$ cat src/rtl/core/bpegp_pkg.sv
// Shared types, constants and codes for the breakpoint envelope gain/pan block.
// No dependencies; every other file in rtl/core imports this package.
package bpegp_pkg;

  localparam int DEFAULT_MAX_POINTS     = 256;
  localparam int DEFAULT_SAMPLE_BITS    = 24;
  localparam int DEFAULT_PAN_TABLE_SIZE = 1024;

  localparam int TIME_W  = 32;
  localparam int VALUE_W = 20;
  localparam int INT_W   = 16;
  localparam int MUL_A_W = 33;
  localparam int MUL_B_W = 24;
  localparam int PROD_W  = MUL_A_W + MUL_B_W;
  localparam int DIV_W   = 53;
  localparam int QUOT_W  = 22;
  localparam int GAIN_W  = 17;
  localparam int ADDR_W  = 3;
  localparam int DATA_W  = 32;

  localparam logic [INT_W-1:0] INTENSITY_RESET = 16'd16384;
  localparam longint ONE_Q16     = 65536;
  localparam longint HALF_PI_Q30 = 1686629713;

  // Register index, taken from paddr[2].
  localparam logic REG_INTENSITY = 1'b0;
  localparam logic REG_MODE      = 1'b1;

  typedef enum logic [1:0] {
    ACT_CLEAR   = 2'd0,
    ACT_APPEND  = 2'd1,
    ACT_PROCESS = 2'd2
  } action_e;

  typedef enum logic [4:0] {
    S_IDLE, S_FIRST, S_LAST, S_SCAN0, S_SCAN, S_INTERP_MUL, S_DIV_GO, S_DIV_WAIT,
    S_GAIN_MUL, S_GAIN_FIX, S_PAN_CLAMP, S_PAN_IDX, S_ROM_R, S_ROM_L,
    S_MUL_L, S_MUL_R, S_OUT
  } state_e;

  typedef struct packed {
    logic [TIME_W-1:0]  ptime;
    logic [VALUE_W-1:0] pval;
  } point_t;

  typedef struct packed {
    logic               mul_go;
    logic               div_go;
    logic [MUL_A_W-1:0] a;
    logic [MUL_B_W-1:0] b;
    logic [TIME_W-1:0]  divisor;
  } arith_ctrl_t;

  typedef struct packed {
    logic              busy;
    logic [PROD_W-1:0] prod;
    logic [QUOT_W-1:0] quot;
  } arith_stat_t;

endpackage

$ cat src/rtl/core/bpegp_arith.sv
// Shared arithmetic unit: registered signed multiplier and a radix-2
// restoring divider that divides the magnitude of the last product.
// Depends on bpegp_pkg.
module bpegp_arith (
  input  logic                   clk_i,
  input  logic                   rst_ni,
  input  bpegp_pkg::arith_ctrl_t ctrl_i,
  output bpegp_pkg::arith_stat_t stat_o
);
  import bpegp_pkg::*;

  localparam int CntW = $clog2(DIV_W + 1);

  logic signed [PROD_W-1:0] prod_q;
  logic signed [PROD_W-1:0] prod_d;
  logic [PROD_W-1:0]        prod_abs;
  logic [DIV_W-1:0]         dvd_q, dvd_d;
  logic [TIME_W-1:0]        rem_q, rem_d;
  logic [TIME_W-1:0]        dsr_q;
  logic [CntW-1:0]          cnt_q, cnt_d;
  logic                     busy_q, busy_d;
  logic                     neg_q;
  logic [TIME_W:0]          rem_sh;
  logic                     fits;
  logic [QUOT_W-1:0]        quot_mag;

  assign prod_d   = $signed(ctrl_i.a) * $signed(ctrl_i.b);
  assign prod_abs = prod_q[PROD_W-1] ? PROD_W'(-prod_q) : PROD_W'(prod_q);
  assign rem_sh   = {rem_q, dvd_q[DIV_W-1]};
  assign fits     = rem_sh >= {1'b0, dsr_q};

  always_comb begin
    dvd_d  = dvd_q;
    rem_d  = rem_q;
    cnt_d  = cnt_q;
    busy_d = busy_q;
    if (ctrl_i.div_go) begin
      dvd_d  = prod_abs[DIV_W-1:0];
      rem_d  = '0;
      cnt_d  = CntW'(DIV_W);
      busy_d = 1'b1;
    end else if (busy_q) begin
      rem_d  = fits ? TIME_W'(rem_sh - {1'b0, dsr_q}) : rem_sh[TIME_W-1:0];
      dvd_d  = {dvd_q[DIV_W-2:0], fits};
      cnt_d  = cnt_q - 1'b1;
      busy_d = (cnt_q != CntW'(1));
    end
  end

  always_ff @(posedge clk_i or negedge rst_ni) begin
    if (!rst_ni) begin
      busy_q <= 1'b0;
      cnt_q  <= '0;
    end else begin
      busy_q <= busy_d;
      cnt_q  <= cnt_d;
    end
  end

  always_ff @(posedge clk_i) begin
    if (ctrl_i.mul_go) begin
      prod_q <= prod_d;
    end
    if (ctrl_i.div_go) begin
      dsr_q <= ctrl_i.divisor;
      neg_q <= prod_q[PROD_W-1];
    end
    dvd_q <= dvd_d;
    rem_q <= rem_d;
  end

  assign quot_mag    = dvd_q[QUOT_W-1:0];
  assign stat_o.busy = busy_q;
  assign stat_o.prod = prod_q;
  assign stat_o.quot = neg_q ? QUOT_W'(-quot_mag) : quot_mag;

endmodule

$ cat config.mk
export PLATFORM = sky130hd
export DESIGN_NAME = bpegp_arith
export DESIGN_NICKNAME = d
export VERILOG_FILES = /design/src/rtl/core/bpegp_pkg.sv /design/src/rtl/core/bpegp_arith.sv
export SDC_FILE = /design/constraint.sdc
export NUM_CORES = 2
export LEC_CHECK = 0
export ABC_AREA = 0
export BUFFER_PORTS_ARGS = -buffer_cell sky130_fd_sc_hd__buf_2
export CAP_MARGIN = 20
export CORE_ASPECT_RATIO = 0.75
export CORE_UTILIZATION = 43
export DETAILED_ROUTE_END_ITERATION = 6
export PLACE_DENSITY = 0.71
export SYNTH_ARGS = -nofsm -noshare
export SYNTH_HDL_FRONTEND = slang
export SYNTH_SLANG_ARGS = --single-unit
export TNS_END_PERCENT = 100
$ cat constraint.sdc
create_clock -name clk_i -period 4.26 [get_ports clk_i]
set_input_delay 0.852 -clock clk_i [delete_from_list [all_inputs] [get_ports clk_i]]
set_output_delay 0.852 -clock clk_i [all_outputs]
set_load 0.05 [all_outputs]
After elaboration in Yosys (flattened, before gate mapping) --
Cells that the tools add are included.
Cells by class: add/subtract/negate cells 4, multipliers 1, $lt $le $gt $ge 1, equal/unequal tests 1, multiplexer cells 9, reduce and logical (&&, ||, !) cells 1
Operators by type and width (count):
- $mux 53 | 3
- $mul 33x24->57 | 1
- $neg 53->53 | 1
- $ge 33x32->1 | 1
- $mux 32 | 1
- $sub 32x32->32 | 1
- $mux 22 | 1
- $neg 22->22 | 1
- $mux 6 | 2
- $ne 6x1->1 const B | 1
- $sub 6x1->6 const B | 1
- $mux 1 | 2
- $reduce_bool 2->1 | 1
Word-level totals: register bits 182, bits of input ports 93, output and inout port bits 80, logic and storage cells 24

Longest topological paths before layout --
depth after elaboration 3, gate-level depth with buffers 28, depth with buffers taken out 26

Worst setup path before layout --
No wires, ideal clock.
path kind input to register, start point input ctrl_i[88] in the netlist's numbering, end point register prod_q[55] (data pin), setup time 262 ps, arrival 7218 ps, required time 3998 ps, setup slack -3221 ps, stages 26, buffers on the path 2, cells stage by stage clkbuf_1 nand2_1 inv_1 fa_1 fa_1 inv_1 fa_1 inv_1 fa_1 fa_1 fa_1 inv_1 fa_1 inv_1 ha_1 clkbuf_1 a21o_1 a21o_1 a21oi_1 nand2b_1 a21oi_1 a211oi_1 o21ai_0 a221oi_1 a21oi_1 xor2_1
On the way: word-level cells in the longest chain between the ends 1
RTL lines:
- start: declaration | line bpegp_arith.sv:7 | input bpegp_pkg::arith_ctrl_t ctrl_i,
- $mul 33x24->57 | line bpegp_arith.sv:27 | assign prod_d = $signed(ctrl_i.a) * $signed(ctrl_i.b);
- net prod_d[55] | line bpegp_arith.sv:15 | logic signed [PROD_W-1:0] prod_d;
- end signal: assignment | line bpegp_arith.sv:62 | prod_q <= prod_d;
- end: declaration | line bpegp_arith.sv:14 | logic signed [PROD_W-1:0] prod_q;
The timed path passes the listed nets, and every way through them passes these cells. A chain may end at the register's enable or synchronous reset.

Worst setup path in the final report --
start point input ctrl_i[32] in the netlist's numbering, end point register prod_q[56] (data pin)
The elaborated chain is that of the path after synthesis.

==> impl_metrics.toml <==
[clock_network]
cts_hold_buffers = 0
tritoncts = "done"
tritoncts_num_sinks = 182
ctsHtreeMaxLevel = 4
clkLatencyLatePin_ns = 0.44
cts_root_buf = "sky130_fd_sc_hd__clkbuf_16"
cts.reportedPaths.clkPinSlew_ns = 0.07
clock_path_buffers = 2
numCtsBuffers = 17

[global_route]
grt-ovfl-total = 0
first_global_vias = 30700
maximum_number_of_pins_on_one_net_before_global_route_repair = 107
track_usage_pct = 24.7
grt_antenna_before_repair = 3
wire_length_of_the_first_global_routing_pass_um = 171000

[critical_path]
crit_arrival_ns = 7.34
critical_path.max_stage_delay_ns = 0.57
cp_cell_sequence = "buf_16 > and2_4 > fa_1 > inv_1 > fa_1 > fa_1 > fa_1 > inv_2 > fa_1 > fa_1 > inv_1 > fa_1 > inv_2 > ha_4 > a2111oi_4 > o21ai_1 > nand4_1 > o211ai_1 > a31o_4 > a22oi_2 > a21oi_2 > or4b_4 > a21oi_2 > xnor2_1"
worst_path_most_repeated_cell = "sky130_fd_sc_hd__fa_1"
crit_path_start_kind = "input pin"
required_ns = 4.45
timing.setup.critical_path_class = "in2reg"
critical_path_slowest_stage_cell = "sky130_fd_sc_hd__fa_1"
critPathMaxFanout = 8
cp-end-kind = "flop"

[yosys]
post_synth_main_area_contributors = "sky130_fd_sc_hd__fa_1 (43%), sky130_fd_sc_hd__edfxtp_1 (11%), sky130_fd_sc_hd__inv_1 (8.8%)"
synth-adder-area-share_pct = 49.3
syn_avg_cell_area_um2 = 9.37
synth_async_sr_flop_share_pct = 3.85
synth_top_area_share_pct = 43.1
netlist-cell-type-count = 74
synthMuxAreaShare_pct = 0.0534
synth_enable_flop_cells = 143
yosys.area_share.xor_xnor_pct = 3.81
synth.cell_area_um2 = 37500
synth_seq_area_share_pct = 13.6
yosys.cell_count.top_type = "sky130_fd_sc_hd__inv_1"
ys.warnings.count = 0
largest_family_of_logic_cells_by_synthesized_area = "adder cells"
syn-instance-count = 4001
netlist.top_cell.by_area = "sky130_fd_sc_hd__fa_1"
compound_gate_portion_of_the_synthesized_area_pct = 6.94
yosys.area_share.simple_pct = 15.4
synth.net_count = 5088
postSynthRegisterBits = 182
synth_top_flop_cell = "sky130_fd_sc_hd__edfxtp_1"
ys_top_cells_by_count = "sky130_fd_sc_hd__inv_1 (880), sky130_fd_sc_hd__fa_1 (806), sky130_fd_sc_hd__nand2_1 (511)"

[drt]
route.met3.wl_um = 12000
met2RoutedLength_um = 45600
routed_wire_length_per_instance_um = 19.1
routed_via_density = 5.18
top_layer = "met5"
antenna_left = 0
postRouteWirelength_um = 108000
dr_total_vias = 29300
drc_errors = 0
drtIter0Drc = 2581
drt_pre_antenna_iters = 6
wl_met1_um = 47800

[sta]
tightest_slew_ns = 0.991
post-route-worst-setup-slack_ns = -2.90
hold_viol_final = 0
grt_setup_unrepaired = "true"
setup_viol = 51
remaining_max_slew_budget_at_the_tightest_pin_pct = 33.9
post-route-min-period_ns = 7.16
period_share_pct = 168
hold_ws_ns = 0.240
fmax_mhz = 140
timing_max_transition_violations_final = 0
finClkSkew_ns = 0.0139

[floorplan]
std_cell_rows = 93
die_width_um = 343
floorplan.initialDensity_pct = 43.5
fp.dieH_um = 258
die-area_um2 = 88400
area_inside_the_core_boundary_um2 = 86100
top_level_ports = 173

[flow_run]
cap_violations = 0

[run_status]
outcome = "finished, violations left"
violations_in_the_final_reports = "setup timing"

[cells_and_area]
finish.net_count = 5586
post_route_cells_drive_above_1_share_pct = 24.5
syn_to_final_growth_pct = 25.3

[hold_path]
worstHoldPathType = "in2async"

[place]
dp_hpwl_um = 87300
io_buffers = 172
globalplace.congestion = 0.946
[state kept, by name, summed over array words and instances, names as in the netlist]
register	cells
cnt_q	6
rem_q	32
dvd_q	53
neg_q	1
prod_q	57
dsr_q	32
busy_q	1
[cells by family after synthesis]
kind of cell,Yosys count
mux,2
fa+ha+maj,994
flops,182
buf+inv,1076
simple gates,1181
xor+xnor,163
compound gates,403
[worst paths after layout]
path                       depth (start not counted)  slack, ns                  start                     end
max                                               24      -2.90             ctrl_i[32]    prod_q[56]$_DFFE_PP_
min                                                1       0.24                 rst_ni    cnt_q[2]$_DFFE_PN0P_
max reg2reg                                       13       0.46    dsr_q[22]$_DFFE_PP_  rem_q[15]$_SDFFE_PP0P_
min reg2reg                                        2       0.49  rem_q[1]$_SDFFE_PP0P_   rem_q[1]$_SDFFE_PP0P_
max in group asynchronous                          1       3.86                 rst_ni    cnt_q[5]$_DFFE_PN0P_
min in group clk_i                                 2       0.49  rem_q[1]$_SDFFE_PP0P_   rem_q[1]$_SDFFE_PP0P_
[layer usage]
metal,vias up,global-route usage [%]
met5,-,0
met3,165,7.21
met1,14800,36.3
met4,2,5.17
li1,13100,-
met2,1256,36.1
[cell type report]
| cell class | count | area, um^2 |
|---|---|---|
| fillers | 7303 | 39200 |
| clock inverters | 11 | 115 |
| inverters | 882 | 3310 |
| repair buffers | 673 | 6240 |
| diodes | 1 | 2.50 |
| flip-flops and latches | 182 | 5110 |
| well taps | 1140 | 1430 |
| clock buffers | 21 | 470 |
| multi-input cells | 2743 | 30300 |
[per-stage QoR]
stage	cells	area (um^2)	utilization, %	worst slack, ns	TNS, ns
2_1_floorplan	4001	38400	-	-2.95	-102.44
3_3_place_gp	5515	42800	49.7	-3.53	-140.55
3_5_place_dp	5515	42800	49.7	-3.70	-145.12
4_1_cts	5636	46200	53.7	-2.76	-106.54
5_1_grt	5653	47000	54.5	-3.03	-118.46
6_report	5653	47000	54.5	-2.90	-111.04
[cells in the final DEF (no fill, tap or decap), types with 17 or more instances in the layout]
master | synthesis | layout
sky130_fd_sc_hd__buf_4 | 4 | 335
sky130_fd_sc_hd__xnor2_1 | 81 | 67
sky130_fd_sc_hd__ha_1 | 188 | 142
sky130_fd_sc_hd__fa_1 | 806 | 749
sky130_fd_sc_hd__nand2b_1 | 20 | 18
sky130_fd_sc_hd__edfxtp_1 | 143 | 143
sky130_fd_sc_hd__dfxtp_1 | 32 | 32
sky130_fd_sc_hd__nor2_1 | 148 | 137
sky130_fd_sc_hd__buf_8 | 0 | 31
sky130_fd_sc_hd__a21oi_1 | 140 | 107
sky130_fd_sc_hd__clkbuf_16 | 0 | 17
sky130_fd_sc_hd__inv_2 | 0 | 52
sky130_fd_sc_hd__xor2_1 | 82 | 73
sky130_fd_sc_hd__and2_4 | 0 | 70
sky130_fd_sc_hd__inv_1 | 880 | 827
sky130_fd_sc_hd__o21ai_0 | 68 | 51
sky130_fd_sc_hd__buf_2 | 2 | 122
sky130_fd_sc_hd__buf_12 | 0 | 43
sky130_fd_sc_hd__ha_4 | 0 | 42
sky130_fd_sc_hd__a21o_1 | 41 | 40
sky130_fd_sc_hd__fa_2 | 0 | 57
sky130_fd_sc_hd__buf_6 | 0 | 128
sky130_fd_sc_hd__nand2_1 | 511 | 487
sky130_fd_sc_hd__a311oi_1 | 23 | 21
sky130_fd_sc_hd__nand3_1 | 28 | 23
sky130_fd_sc_hd__a21oi_2 | 0 | 24
sky130_fd_sc_hd__and2_1 | 370 | 300
sky130_fd_sc_hd__o31ai_1 | 18 | 17
[worst max-delay path: cells and delay by family]
family                   cells  cell delay [ns]
AO/OA/AOI/OAI                7             1.47
AND/OR/NAND/NOR              3             0.76
buffers and inverters        5             0.32
adder cells (fa/ha/maj)      8             3.84
XOR/XNOR                     1             0.09
[timing repair]
item	in CTS	in global routing
gates cloned	10	0
resized for setup	485	173
setup endpoints to repair	51	55
pin swaps	210	168
buffers inserted	104	33
Power is not shown: default switching activity piles up to over one toggle a cycle in this logic, so the estimate is an artifact.
