==> src/rtl/core/bpegp_pkg.sv <==
// Shared types, constants and codes for the breakpoint envelope gain/pan block.
// No dependencies; every other file in rtl/core imports this package.
package bpegp_pkg;

  localparam int DEFAULT_MAX_POINTS     = 256;
  localparam int DEFAULT_SAMPLE_BITS    = 24;
  localparam int DEFAULT_PAN_TABLE_SIZE = 1024;

  localparam int TIME_W  = 32;
  localparam int VALUE_W = 20;
  localparam int INT_W   = 16;
  localparam int MUL_A_W = 33;
  localparam int MUL_B_W = 24;
  localparam int PROD_W  = MUL_A_W + MUL_B_W;
  localparam int DIV_W   = 53;
  localparam int QUOT_W  = 22;
  localparam int GAIN_W  = 17;
  localparam int ADDR_W  = 3;
  localparam int DATA_W  = 32;

  localparam logic [INT_W-1:0] INTENSITY_RESET = 16'd16384;
  localparam longint ONE_Q16     = 65536;
  localparam longint HALF_PI_Q30 = 1686629713;

  // Register index, taken from paddr[2].
  localparam logic REG_INTENSITY = 1'b0;
  localparam logic REG_MODE      = 1'b1;

  typedef enum logic [1:0] {
    ACT_CLEAR   = 2'd0,
    ACT_APPEND  = 2'd1,
    ACT_PROCESS = 2'd2
  } action_e;

  typedef enum logic [4:0] {
    S_IDLE, S_FIRST, S_LAST, S_SCAN0, S_SCAN, S_INTERP_MUL, S_DIV_GO, S_DIV_WAIT,
    S_GAIN_MUL, S_GAIN_FIX, S_PAN_CLAMP, S_PAN_IDX, S_ROM_R, S_ROM_L,
    S_MUL_L, S_MUL_R, S_OUT
  } state_e;

  typedef struct packed {
    logic [TIME_W-1:0]  ptime;
    logic [VALUE_W-1:0] pval;
  } point_t;

  typedef struct packed {
    logic               mul_go;
    logic               div_go;
    logic [MUL_A_W-1:0] a;
    logic [MUL_B_W-1:0] b;
    logic [TIME_W-1:0]  divisor;
  } arith_ctrl_t;

  typedef struct packed {
    logic              busy;
    logic [PROD_W-1:0] prod;
    logic [QUOT_W-1:0] quot;
  } arith_stat_t;

endpackage

==> src/rtl/core/bpegp_ctrl.sv <==
// Sequencer and datapath registers: table loads, segment scan, interpolation,
// gain or pan lookup, sample scaling and the output register.
// Depends on bpegp_pkg; drives bpegp_point_mem, bpegp_sine_rom, bpegp_arith.
module bpegp_ctrl #(
  parameter int MaxPoints    = bpegp_pkg::DEFAULT_MAX_POINTS,
  parameter int SampleBits   = bpegp_pkg::DEFAULT_SAMPLE_BITS,
  parameter int PanTableSize = bpegp_pkg::DEFAULT_PAN_TABLE_SIZE
) (
  input  logic                                  clk_i,
  input  logic                                  rst_ni,
  input  logic                                  in_valid_i,
  output logic                                  in_ready_o,
  input  logic [1:0]                            action_i,
  input  logic [bpegp_pkg::TIME_W-1:0]          point_time_i,
  input  logic signed [bpegp_pkg::VALUE_W-1:0]  point_value_i,
  input  logic signed [SampleBits-1:0]          left_in_i,
  input  logic signed [SampleBits-1:0]          right_in_i,
  input  logic [bpegp_pkg::INT_W-1:0]           intensity_i,
  input  logic                                  mode_i,
  output logic                                  out_valid_o,
  input  logic                                  out_ready_i,
  output logic signed [SampleBits-1:0]          left_out_o,
  output logic signed [SampleBits-1:0]          right_out_o,
  output logic signed [bpegp_pkg::VALUE_W-1:0]  envelope_level_o,
  output logic                                  mem_we_o,
  output logic [$clog2(MaxPoints)-1:0]          mem_waddr_o,
  output bpegp_pkg::point_t                     mem_wdata_o,
  output logic [$clog2(MaxPoints)-1:0]          mem_raddr_o,
  input  bpegp_pkg::point_t                     mem_rdata_i,
  output logic [$clog2(PanTableSize+1)-1:0]     rom_addr_o,
  input  logic [bpegp_pkg::GAIN_W-1:0]          rom_data_i,
  output bpegp_pkg::arith_ctrl_t                arith_ctrl_o,
  input  bpegp_pkg::arith_stat_t                arith_stat_i
);
  import bpegp_pkg::*;

  localparam int AddrW  = $clog2(MaxPoints);
  localparam int CntW   = $clog2(MaxPoints + 1);
  localparam int RomAW  = $clog2(PanTableSize + 1);
  localparam int KW     = PROD_W - 31;
  localparam logic signed [PROD_W-1:0] PanLim  = 57'sd1 <<< 30;
  localparam logic signed [PROD_W-1:0] SampHi  = (57'sd1 <<< (SampleBits - 1)) - 57'sd1;
  localparam logic signed [PROD_W-1:0] SampLo  = -SampHi - 57'sd1;

  function automatic logic [SampleBits-1:0] round_sat(input logic [PROD_W-1:0] x);
    logic signed [PROD_W-1:0] y;
    y = ($signed(x) + 57'sd32768) >>> 16;
    if (y > SampHi) y = SampHi;
    if (y < SampLo) y = SampLo;
    return y[SampleBits-1:0];
  endfunction

  state_e                     state_q, state_d;
  logic [CntW-1:0]            count_q, count_d;
  logic [TIME_W-1:0]          pos_q, pos_d;
  logic [AddrW-1:0]           idx_q, idx_d;
  logic [TIME_W-1:0]          t1_q, t1_d, t2_q, t2_d;
  logic signed [VALUE_W-1:0]  v1_q, v1_d, last_q, last_d, env_q, env_d;
  logic [VALUE_W:0]           diff_q, diff_d;
  logic signed [SampleBits-1:0] left_q, left_d, right_q, right_d;
  logic signed [MUL_B_W-1:0]  gl_q, gl_d, gr_q, gr_d;
  logic [RomAW-1:0]           k_q, k_d;
  logic [SampleBits-1:0]      lo_q, lo_d;
  logic                       out_valid_q, out_valid_d;
  logic [SampleBits-1:0]      lout_q, lout_d, rout_q, rout_d;
  logic [VALUE_W-1:0]         eout_q, eout_d;

  logic signed [PROD_W-1:0]   prod_s;
  logic signed [PROD_W-1:0]   p_clamp;
  logic [PROD_W-1:0]          k_sum;
  logic [KW-1:0]              k_sh;
  logic signed [PROD_W-1:0]   g_full;
  logic [VALUE_W:0]           env_m1;
  logic [VALUE_W:0]           interp;
  logic                       accept;
  logic                       scan_hit;

  assign prod_s   = $signed(arith_stat_i.prod);
  assign p_clamp  = (prod_s > PanLim) ? PanLim : ((prod_s < -PanLim) ? -PanLim : prod_s);
  assign k_sum    = PROD_W'(prod_s + PanLim);
  assign k_sh     = k_sum[PROD_W-1:31];
  assign g_full   = 57'sd65536 + ((prod_s + 57'sd8192) >>> 14);
  assign env_m1   = {env_q[VALUE_W-1], env_q} - 21'd65536;
  assign interp   = {v1_q[VALUE_W-1], v1_q} + arith_stat_i.quot[VALUE_W:0];
  assign accept   = in_valid_i && in_ready_o;
  assign scan_hit = (pos_q >= t1_q) && (pos_q <= mem_rdata_i.ptime);

  always_comb begin
    state_d     = state_q;
    count_d     = count_q;
    pos_d       = pos_q;
    idx_d       = idx_q;
    t1_d        = t1_q;
    t2_d        = t2_q;
    v1_d        = v1_q;
    last_d      = last_q;
    env_d       = env_q;
    diff_d      = diff_q;
    left_d      = left_q;
    right_d     = right_q;
    gl_d        = gl_q;
    gr_d        = gr_q;
    k_d         = k_q;
    lo_d        = lo_q;
    lout_d      = lout_q;
    rout_d      = rout_q;
    eout_d      = eout_q;
    out_valid_d = out_valid_q && !out_ready_i;
    mem_we_o    = 1'b0;
    mem_waddr_o = count_q[AddrW-1:0];
    mem_wdata_o = '{ptime: point_time_i, pval: point_value_i};
    mem_raddr_o = '0;
    rom_addr_o  = k_q;
    arith_ctrl_o = '0;
    arith_ctrl_o.divisor = t2_q - t1_q;

    case (state_q)
      S_IDLE: begin
        if (accept) begin
          case (action_e'(action_i))
            ACT_CLEAR: begin
              count_d = '0;
              pos_d   = '0;
            end
            ACT_APPEND: begin
              if (count_q < CntW'(MaxPoints)) begin
                mem_we_o = 1'b1;
                count_d  = count_q + 1'b1;
              end
            end
            ACT_PROCESS: begin
              left_d  = left_in_i;
              right_d = right_in_i;
              if (count_q == '0) begin
                env_d   = '0;
                state_d = S_GAIN_MUL;
              end else begin
                state_d = S_FIRST;
              end
            end
            default: ;
          endcase
        end
      end
      S_FIRST: begin
        if (pos_q <= mem_rdata_i.ptime) begin
          env_d   = mem_rdata_i.pval;
          state_d = S_GAIN_MUL;
        end else begin
          mem_raddr_o = AddrW'(count_q - 1'b1);
          state_d     = S_LAST;
        end
      end
      S_LAST: begin
        if (pos_q >= mem_rdata_i.ptime) begin
          env_d   = mem_rdata_i.pval;
          state_d = S_GAIN_MUL;
        end else begin
          last_d  = mem_rdata_i.pval;
          state_d = S_SCAN0;
        end
      end
      S_SCAN0: begin
        t1_d        = mem_rdata_i.ptime;
        v1_d        = mem_rdata_i.pval;
        idx_d       = AddrW'(1);
        mem_raddr_o = AddrW'(1);
        state_d     = S_SCAN;
      end
      S_SCAN: begin
        if (scan_hit) begin
          if (mem_rdata_i.ptime == t1_q) begin
            env_d   = v1_q;
            state_d = S_GAIN_MUL;
          end else begin
            t2_d    = mem_rdata_i.ptime;
            diff_d  = {mem_rdata_i.pval[VALUE_W-1], mem_rdata_i.pval} -
                      {v1_q[VALUE_W-1], v1_q};
            state_d = S_INTERP_MUL;
          end
        end else if (({1'b0, idx_q} + 1'b1) < CntW'(count_q)) begin
          // advance to the next segment
          t1_d        = mem_rdata_i.ptime;
          v1_d        = mem_rdata_i.pval;
          idx_d       = idx_q + 1'b1;
          mem_raddr_o = idx_q + 1'b1;
        end else begin
          env_d   = last_q;
          state_d = S_GAIN_MUL;
        end
      end
      S_INTERP_MUL: begin
        arith_ctrl_o.mul_go = 1'b1;
        arith_ctrl_o.a      = {1'b0, pos_q - t1_q};
        arith_ctrl_o.b      = {{(MUL_B_W-VALUE_W-1){diff_q[VALUE_W]}}, diff_q};
        state_d             = S_DIV_GO;
      end
      S_DIV_GO: begin
        arith_ctrl_o.div_go = 1'b1;
        state_d             = S_DIV_WAIT;
      end
      S_DIV_WAIT: begin
        if (!arith_stat_i.busy) begin
          env_d   = interp[VALUE_W-1:0];
          state_d = S_GAIN_MUL;
        end
      end
      S_GAIN_MUL: begin
        arith_ctrl_o.mul_go = 1'b1;
        arith_ctrl_o.b      = {{(MUL_B_W-INT_W){1'b0}}, intensity_i};
        if (!mode_i) begin
          arith_ctrl_o.a = {{(MUL_A_W-VALUE_W-1){env_m1[VALUE_W]}}, env_m1};
          state_d        = S_GAIN_FIX;
        end else begin
          arith_ctrl_o.a = {{(MUL_A_W-VALUE_W){env_q[VALUE_W-1]}}, env_q};
          state_d        = S_PAN_CLAMP;
        end
      end
      S_GAIN_FIX: begin
        gl_d    = g_full[MUL_B_W-1:0];
        gr_d    = g_full[MUL_B_W-1:0];
        state_d = S_MUL_L;
      end
      S_PAN_CLAMP: begin
        // scale the offset pan position by the table size
        arith_ctrl_o.mul_go = 1'b1;
        arith_ctrl_o.a      = MUL_A_W'(p_clamp + PanLim);
        arith_ctrl_o.b      = MUL_B_W'(PanTableSize);
        state_d             = S_PAN_IDX;
      end
      S_PAN_IDX: begin
        k_d        = (k_sh > KW'(PanTableSize)) ? RomAW'(PanTableSize) : k_sh[RomAW-1:0];
        rom_addr_o = k_d;
        state_d    = S_ROM_R;
      end
      S_ROM_R: begin
        gr_d       = MUL_B_W'(rom_data_i);
        rom_addr_o = RomAW'(PanTableSize) - k_q;
        state_d    = S_ROM_L;
      end
      S_ROM_L: begin
        gl_d    = MUL_B_W'(rom_data_i);
        state_d = S_MUL_L;
      end
      S_MUL_L: begin
        arith_ctrl_o.mul_go = 1'b1;
        arith_ctrl_o.a      = MUL_A_W'(left_q);
        arith_ctrl_o.b      = gl_q;
        state_d             = S_MUL_R;
      end
      S_MUL_R: begin
        lo_d                = round_sat(arith_stat_i.prod);
        arith_ctrl_o.mul_go = 1'b1;
        arith_ctrl_o.a      = MUL_A_W'(right_q);
        arith_ctrl_o.b      = gr_q;
        state_d             = S_OUT;
      end
      S_OUT: begin
        // hold until the output register is free
        if (!out_valid_q || out_ready_i) begin
          lout_d      = lo_q;
          rout_d      = round_sat(arith_stat_i.prod);
          eout_d      = env_q;
          out_valid_d = 1'b1;
          pos_d       = pos_q + 1'b1;
          state_d     = S_IDLE;
        end
      end
      default: state_d = S_IDLE;
    endcase
  end

  always_ff @(posedge clk_i or negedge rst_ni) begin
    if (!rst_ni) begin
      state_q     <= S_IDLE;
      count_q     <= '0;
      pos_q       <= '0;
      out_valid_q <= 1'b0;
    end else begin
      state_q     <= state_d;
      count_q     <= count_d;
      pos_q       <= pos_d;
      out_valid_q <= out_valid_d;
    end
  end

  always_ff @(posedge clk_i) begin
    idx_q   <= idx_d;
    t1_q    <= t1_d;
    t2_q    <= t2_d;
    v1_q    <= v1_d;
    last_q  <= last_d;
    env_q   <= env_d;
    diff_q  <= diff_d;
    left_q  <= left_d;
    right_q <= right_d;
    gl_q    <= gl_d;
    gr_q    <= gr_d;
    k_q     <= k_d;
    lo_q    <= lo_d;
    lout_q  <= lout_d;
    rout_q  <= rout_d;
    eout_q  <= eout_d;
  end

  assign in_ready_o       = (state_q == S_IDLE);
  assign out_valid_o      = out_valid_q;
  assign left_out_o       = lout_q;
  assign right_out_o      = rout_q;
  assign envelope_level_o = eout_q;

endmodule

==> config.mk <==
export PLATFORM = sky130hd
export DESIGN_NAME = bpegp_ctrl
export DESIGN_NICKNAME = d
export VERILOG_FILES = /design/src/rtl/core/bpegp_pkg.sv /design/src/rtl/core/bpegp_ctrl.sv
export SDC_FILE = /design/constraint.sdc
export NUM_CORES = 1
export LEC_CHECK = 0
export BUFFER_PORTS_ARGS = -buffer_cell sky130_fd_sc_hd__buf_2
export CAP_MARGIN = 20
export CORE_UTILIZATION = 40
export CTS_BUF_LIST = sky130_fd_sc_hd__clkbuf_8 sky130_fd_sc_hd__clkbuf_16
export CTS_CLUSTER_DIAMETER = 80
export DETAILED_ROUTE_END_ITERATION = 8
export GPL_ROUTABILITY_DRIVEN = 0
export HOLD_SLACK_MARGIN = 0.03
export SYNTH_ARGS = -nofsm -noshare
export SYNTH_HDL_FRONTEND = slang
export SYNTH_SLANG_ARGS = --single-unit
==> constraint.sdc <==
create_clock -name clk_i -period 5.2 [get_ports clk_i]
set_input_delay 0 -clock clk_i [delete_from_list [all_inputs] [get_ports clk_i]]
set_output_delay 0 -clock clk_i [all_outputs]
set_load 0.02 [all_outputs]
== Yosys cells after proc, flatten, opt, wreduce, memory -nomap -nowiden ==
Index checks and enable logic that the tools add are counted.

* Output and inout bits: 241
* Bits in writable memories: 0
* Register bits after elaboration: 399
* Latch bits: 0
* Logic and storage cells: 168
* Bits of input ports: 272
* ROM bits: 0
* Memories: 0

* Reduce and logical (&&, ||, !) cells: 26
* Eq/ne operators: 32
* Multiplexer cells: 61
* Multiply operators: 0
* $lt $le $gt $ge: 11
* Bitwise gates (word level): 2
* Shift-type cells: 0
* Add/sub/neg operators: 16
* Div/mod/pow operators: 0

{| class="wikitable"
|+ Operators by type and width
! cell !! count
|-
| one-hot mux 57 bit (5 select lines) || 1
|-
| 2-to-1 mux 57 bit || 4
|-
| 2-to-1 mux 20 bit || 11
|-
| 2-to-1 mux 32 bit || 5
|-
| one-hot mux 32 bit (2 select lines) || 2
|-
| less-than comparator 57 x 24 -> 1 bit (second input constant) || 2
|-
| one-hot mux 20 bit (5 select lines) || 1
|-
| 2-to-1 mux 33 bit || 3
|-
| one-hot mux 24 bit (2 select lines) || 2
|-
| one-hot mux 5 bit (16 select lines) || 1
|-
| greater-or-equal comparator 32 bit || 2
|-
| subtractor 32 bit || 2
|-
| adder 57 x 17 -> 57 bit (second input constant) || 1
|-
| adder 57 x 32 -> 57 bit (second input constant) || 1
|-
| > comparator 57 x 32 -> 1 bit (second input constant) || 1
|-
| less-than comparator 57 x 31 -> 1 bit (second input constant) || 1
|-
| > comparator 41 x 24 -> 1 bit (second input constant) || 1
|-
| == test 5 x 4 -> 1 bit (second input constant) || 8
|-
| 2-to-1 mux 8 bit || 5
|-
| one-hot mux 20 bit (2 select lines) || 1
|-
| adder 38 x 15 -> 38 bit (second input constant) || 1
|-
| adder 33 x 32 -> 33 bit (second input constant) || 1
|-
| adder 32 x 1 -> 32 bit (second input constant) || 1
|-
| == test 32 bit || 1
|-
| other kinds (48) || 89
|}

== Logic depth before layout (Yosys ltp) ==
* Depth in word-level cells: 6
* Mapped depth: 15
* Mapped depth without buffers: 14

== Worst setup path after synthesis ==
Ideal clock, no wire load.

* Path type: reg-to-reg
* Start point: register pos_q[0]
* End point: register idx_q[0] (enable)
* Required time: 4.781 ns
* Path slack: 0.684 ns
* Arrival: 4.097 ns
* Stages on the path, launching flop included: 15
* Library setup time: 0.419 ns
* Cells stage by stage: dfrtp_1 > inv_1 > ha_1 > inv_1 > fa_1 > a21o_1 > nand3_1 > a21oi_2 > a221o_2 > a21oi_2 > nor4_2 > a2bb2oi_4 > or4_4 > buf_6 > nand2_1

* Cells in the longest elaborated chain, start to end: 4
* Elaborated cells between the ends (all ways): 5
* Classes of those cells: order compare (2); eq/ne (1); reduce/logical (2)

{| class="wikitable"
|+ RTL lines
! what !! RTL line !! source
|-
| start: declaration || bpegp_ctrl.sv:55 || <nowiki>logic [TIME_W-1:0] pos_q, pos_d;</nowiki>
|-
| start signal: assignment || bpegp_ctrl.sv:282 || <nowiki>pos_q <= pos_d;</nowiki>
|-
| greater-or-equal comparator 32 bit or less-or-equal comparator 32 bit (tied branches) || bpegp_ctrl.sv:86 || <nowiki>assign scan_hit = (pos_q >= t1_q) && (pos_q <= mem_rdata_i.ptime);</nowiki>
|-
| logical AND 1 bit * || bpegp_ctrl.sv:86 ||
|-
| inequality test 2 bit (no source line) * || n/a ||
|-
| AND reduction 3 bit (no source line) * || n/a ||
|-
| end signal: assignment || bpegp_ctrl.sv:288 || <nowiki>idx_q <= idx_d;</nowiki>
|-
| end: declaration || bpegp_ctrl.sv:56 || <nowiki>logic [AddrW-1:0] idx_q, idx_d;</nowiki>
|}

Mark *: on every way between the ends. The rest lies on a longest branch, timed or not.
A chain may end at the register's enable or synchronous reset.

==> metrics.md <==
| Metric | Value |
|---|---|
| VDD IR max | 0.000302 V |
| Synth Net Count | 2897 |
| Worst-path clk slew | 0.06 ns |
| Count leader, synth | edfxtp_1 |
| Port Buffers | 406 |
| DP HPWL | 64700 um |
| Worst r2r src | pos_q[0] |
| Placed instance area | 0.0277 mm^2 |
| WL final | 85100 um |
| Synth top cells by count | edfxtp_1, nand2_1, nor2_1 |
| Die width | 253 um |
| Worst-path maximum fanout | 13 |
| CP top delay family | simple AND/OR/NAND/NOR gates |
| First-pass GRT wire length | 126000 um |
| Synth area leader | edfxtp_1 |
| Max-cap check violation count | 0 |
| Total CTS buffers | 48 |
| WHS Endpoint | gr_q[4] |
| Finished Cell Area | 0.0313 mm^2 |
| # rows | 91 |
| Ports | 513 |
| Unrepaired setup endpoints after global routing | no |
| Final setup violating endpoints | 0 |
| Synth warnings | 0 |
| Area share of the largest cell type after synthesis | 0.418 |
| Routed len/inst | 22.0 um |
| Grt total ovfl | 0 |
| Reg2Reg Capture Point | t1_q[15] |
| Max-slew violations | 0 |
| FFs w/ async S/R, synth | 0.118 |
| # Post-CTS Setup Buffers | 0 |
| EDFF count, synth | 352 |
| Initial antenna violation count | 2 |
| Final Hold Fails | 0 |
| Hold Path Depth | 3 |
| CP max-delay cell | nor4b_1 |
| Die extent in y | 253 um |
| F_max | 218 MHz |
| Via-to-Cell Ratio | 5.60 |
| Final period util | 0.882 |
| CTS root buffer | clkbuf_16 |
| Critical Path AT | 4.59 ns |
| Worst r2r path cells | 14 |
| Leak | 0.0132 uW |
| Clock buffer depth | 3 |
| Req. time, crit path | 5.20 ns |
| Status | completed |
| DRT Pass-1 Iters | 8 |
| ANT nets after route | 0 |
| Delay of the slowest critical-path stage | 0.77 ns |
| CTS Sinks | 399 |
| Area contributors post-synth | edfxtp_1, ha_1, dfrtp_1, xnor2_1, xor2_1 |
| Cells after Synth | 2467 |
| Crit start category | input port |
| Crit path kind | in -> out |
| Post-Syn Area | 0.0253 mm^2 |
| Via Count | 21664 |
| Synthesis-to-layout area growth | 23.9% |
| Sequential share of the synthesized area | 0.465 |
| Post-synthesis cell type count | 96 |
| Critical path, cell by cell | dlygate4sd3_1, buf_2, ha_1, nor4b_1, nand4_1, o22ai_1, a41oi_1, a21oi_1, nand2_1, ha_1, a21oi_1, nand3_1, mux2i_1, a21oi_1, buf_2 |
| Hold Crit Start | arith_stat_i[40] |
| Drt initial violations | 2214 |
| Tmin final | 4.59 ns |
| Crit path buf inv count | 3 |
| CTS tree | done |
| Die footprint | 0.0642 mm^2 |
| Worst min-delay path class | in -> reg |
| Setup crit end kind | output pin |
| Rel. slew slack | 0.253 |
| Core area | 0.0621 mm^2 |
| Largest net degree at the start of global routing | 61 |
| Actual slew at the worst max-slew pin | 1.12 ns |
| DRC viols | 0 |
| Vias in the first global route | 20822 |
| Initial cell density of the core | 0.407 |
| Final Skew | 0.0194 ns |
| Syn_area_per_cell | 10.2 um^2 |
| Share of cells above drive strength 1 | 0.187 |
| PwrDens | 402 mW/mm^2 |
| Most frequent CP cell | a21oi_1 |
| Ys flop type | edfxtp_1 |
| Setup slack, reg-to-reg | 1.07 ns |
| Gr usage total | 0.260 |
| Setup tns final | 0 ns |
| Biggest regs | pos_q x32, t1_q x32, t2_q x32 |
| Htree depth | 2 |
| Final nets | 3422 |
| Skew-Pair Late Insertion Delay | 0.59 ns |
| Yosys reg bits | 399 |
## routing by layer
layer / track usage / vias up / wire length, um
met5: 0 / - / 24
met4: 0.0693 / 4 / 2110
met3: 0.0557 / 125 / 7470
met2: 0.419 / 979 / 39400
met1: 0.353 / 10483 / 36100
li1: - / 10073 / -
## worst min-delay path: stages
cell and delay, ns:
buf_2 0.17, xor2_1 0.17, a21oi_1 0.16
## kinds of logic after synthesis
| group | synth area share |
|---|---|
| and+or+nand+nor | 0.144 |
| adders and majority gates | 0.0794 |
| buffers and inverters | 0.0601 |
| AOI/OAI and AO/OA | 0.157 |
| xor gates and xnor gates | 0.0811 |
| DFF | 0.465 |
| muxes | 0.0128 |
## how the worst max path moves through the flow
stage / from / slack [ns] / endpoint / cells past startpoint
CTS: arith_stat_i[52] / 0.96 / arith_ctrl_o[87] / 15
global route: arith_stat_i[52] / 0.43 / arith_ctrl_o[87] / 15
finish: arith_stat_i[52] / 0.61 / arith_ctrl_o[87] / 15
floorplan: pos_q[0] / 0.68 / idx_q[0] / 14
global placement: pos_q[0] / 1.11 / t1_q[29] / 14
detailed placement: pos_q[0] / 1.07 / t1_q[29] / 14
## area by class of cell
cell class                      instances  area (um^2)
Multi-Input combinational cell       1746        12100
Sequential cell                       399        11700
Inverter                              157          589
Antenna cell                            1         2.50
Timing Repair Buffer                  640         4330
Clock buffer                           49         1230
Clock inverter                         39          310
Tap cell                              837         1050
Fill cell                            5642        30700
## metrics by stage
step           power, uW  std cells  worst slack [ns]  hold WS [ns]  utilization
2_1_floorplan       7450       2467             0.684        -0.296            -
3_3_place_gp        9070       3569              1.11      0.000137        0.446
3_5_place_dp        9130       3569              1.07      0.000137        0.446
4_1_cts            12600       3867             0.957        0.0308        0.504
5_1_grt            13200       3867             0.432        0.0546        0.504
6_report           12600       3868             0.613        0.0456        0.504
## cell usage in the layout, fill, tap and decap left out, types with 18 or more instances in the layout
cell / instances
nand4_1: 50
xor2_1: 113
a222oi_1: 19
ha_1: 154
a22oi_1: 54
mux2i_1: 24
inv_1: 159
edfxtp_1: 352
or3_1: 19
o21ai_0: 90
nand2b_1: 18
and2_1: 23
buf_2: 406
o21a_1: 19
a21oi_1: 163
xnor2_1: 121
clkbuf_16: 49
and3_1: 33
nor2_1: 189
buf_4: 23
dfrtp_1: 47
nand2_1: 195
nor2b_1: 19
a21o_1: 64
o21bai_1: 19
dlygate4sd3_1: 210
nand3_1: 76
nor4_1: 34
o211ai_1: 23
nor3_1: 23
## power breakdown
part	leakage (uW)	internal (uW)	total, uW	switching, uW
clock network	0.000768	1880	3280	1400
logic	0.00853	1660	4860	3210
registers	0.00387	4130	4450	327
## what timing repair did
item                      CTS  global route
hold endpoints to repair  366             0
hold buffers              210             0
resized for setup           0             0
(Power assumes the default switching activity.)
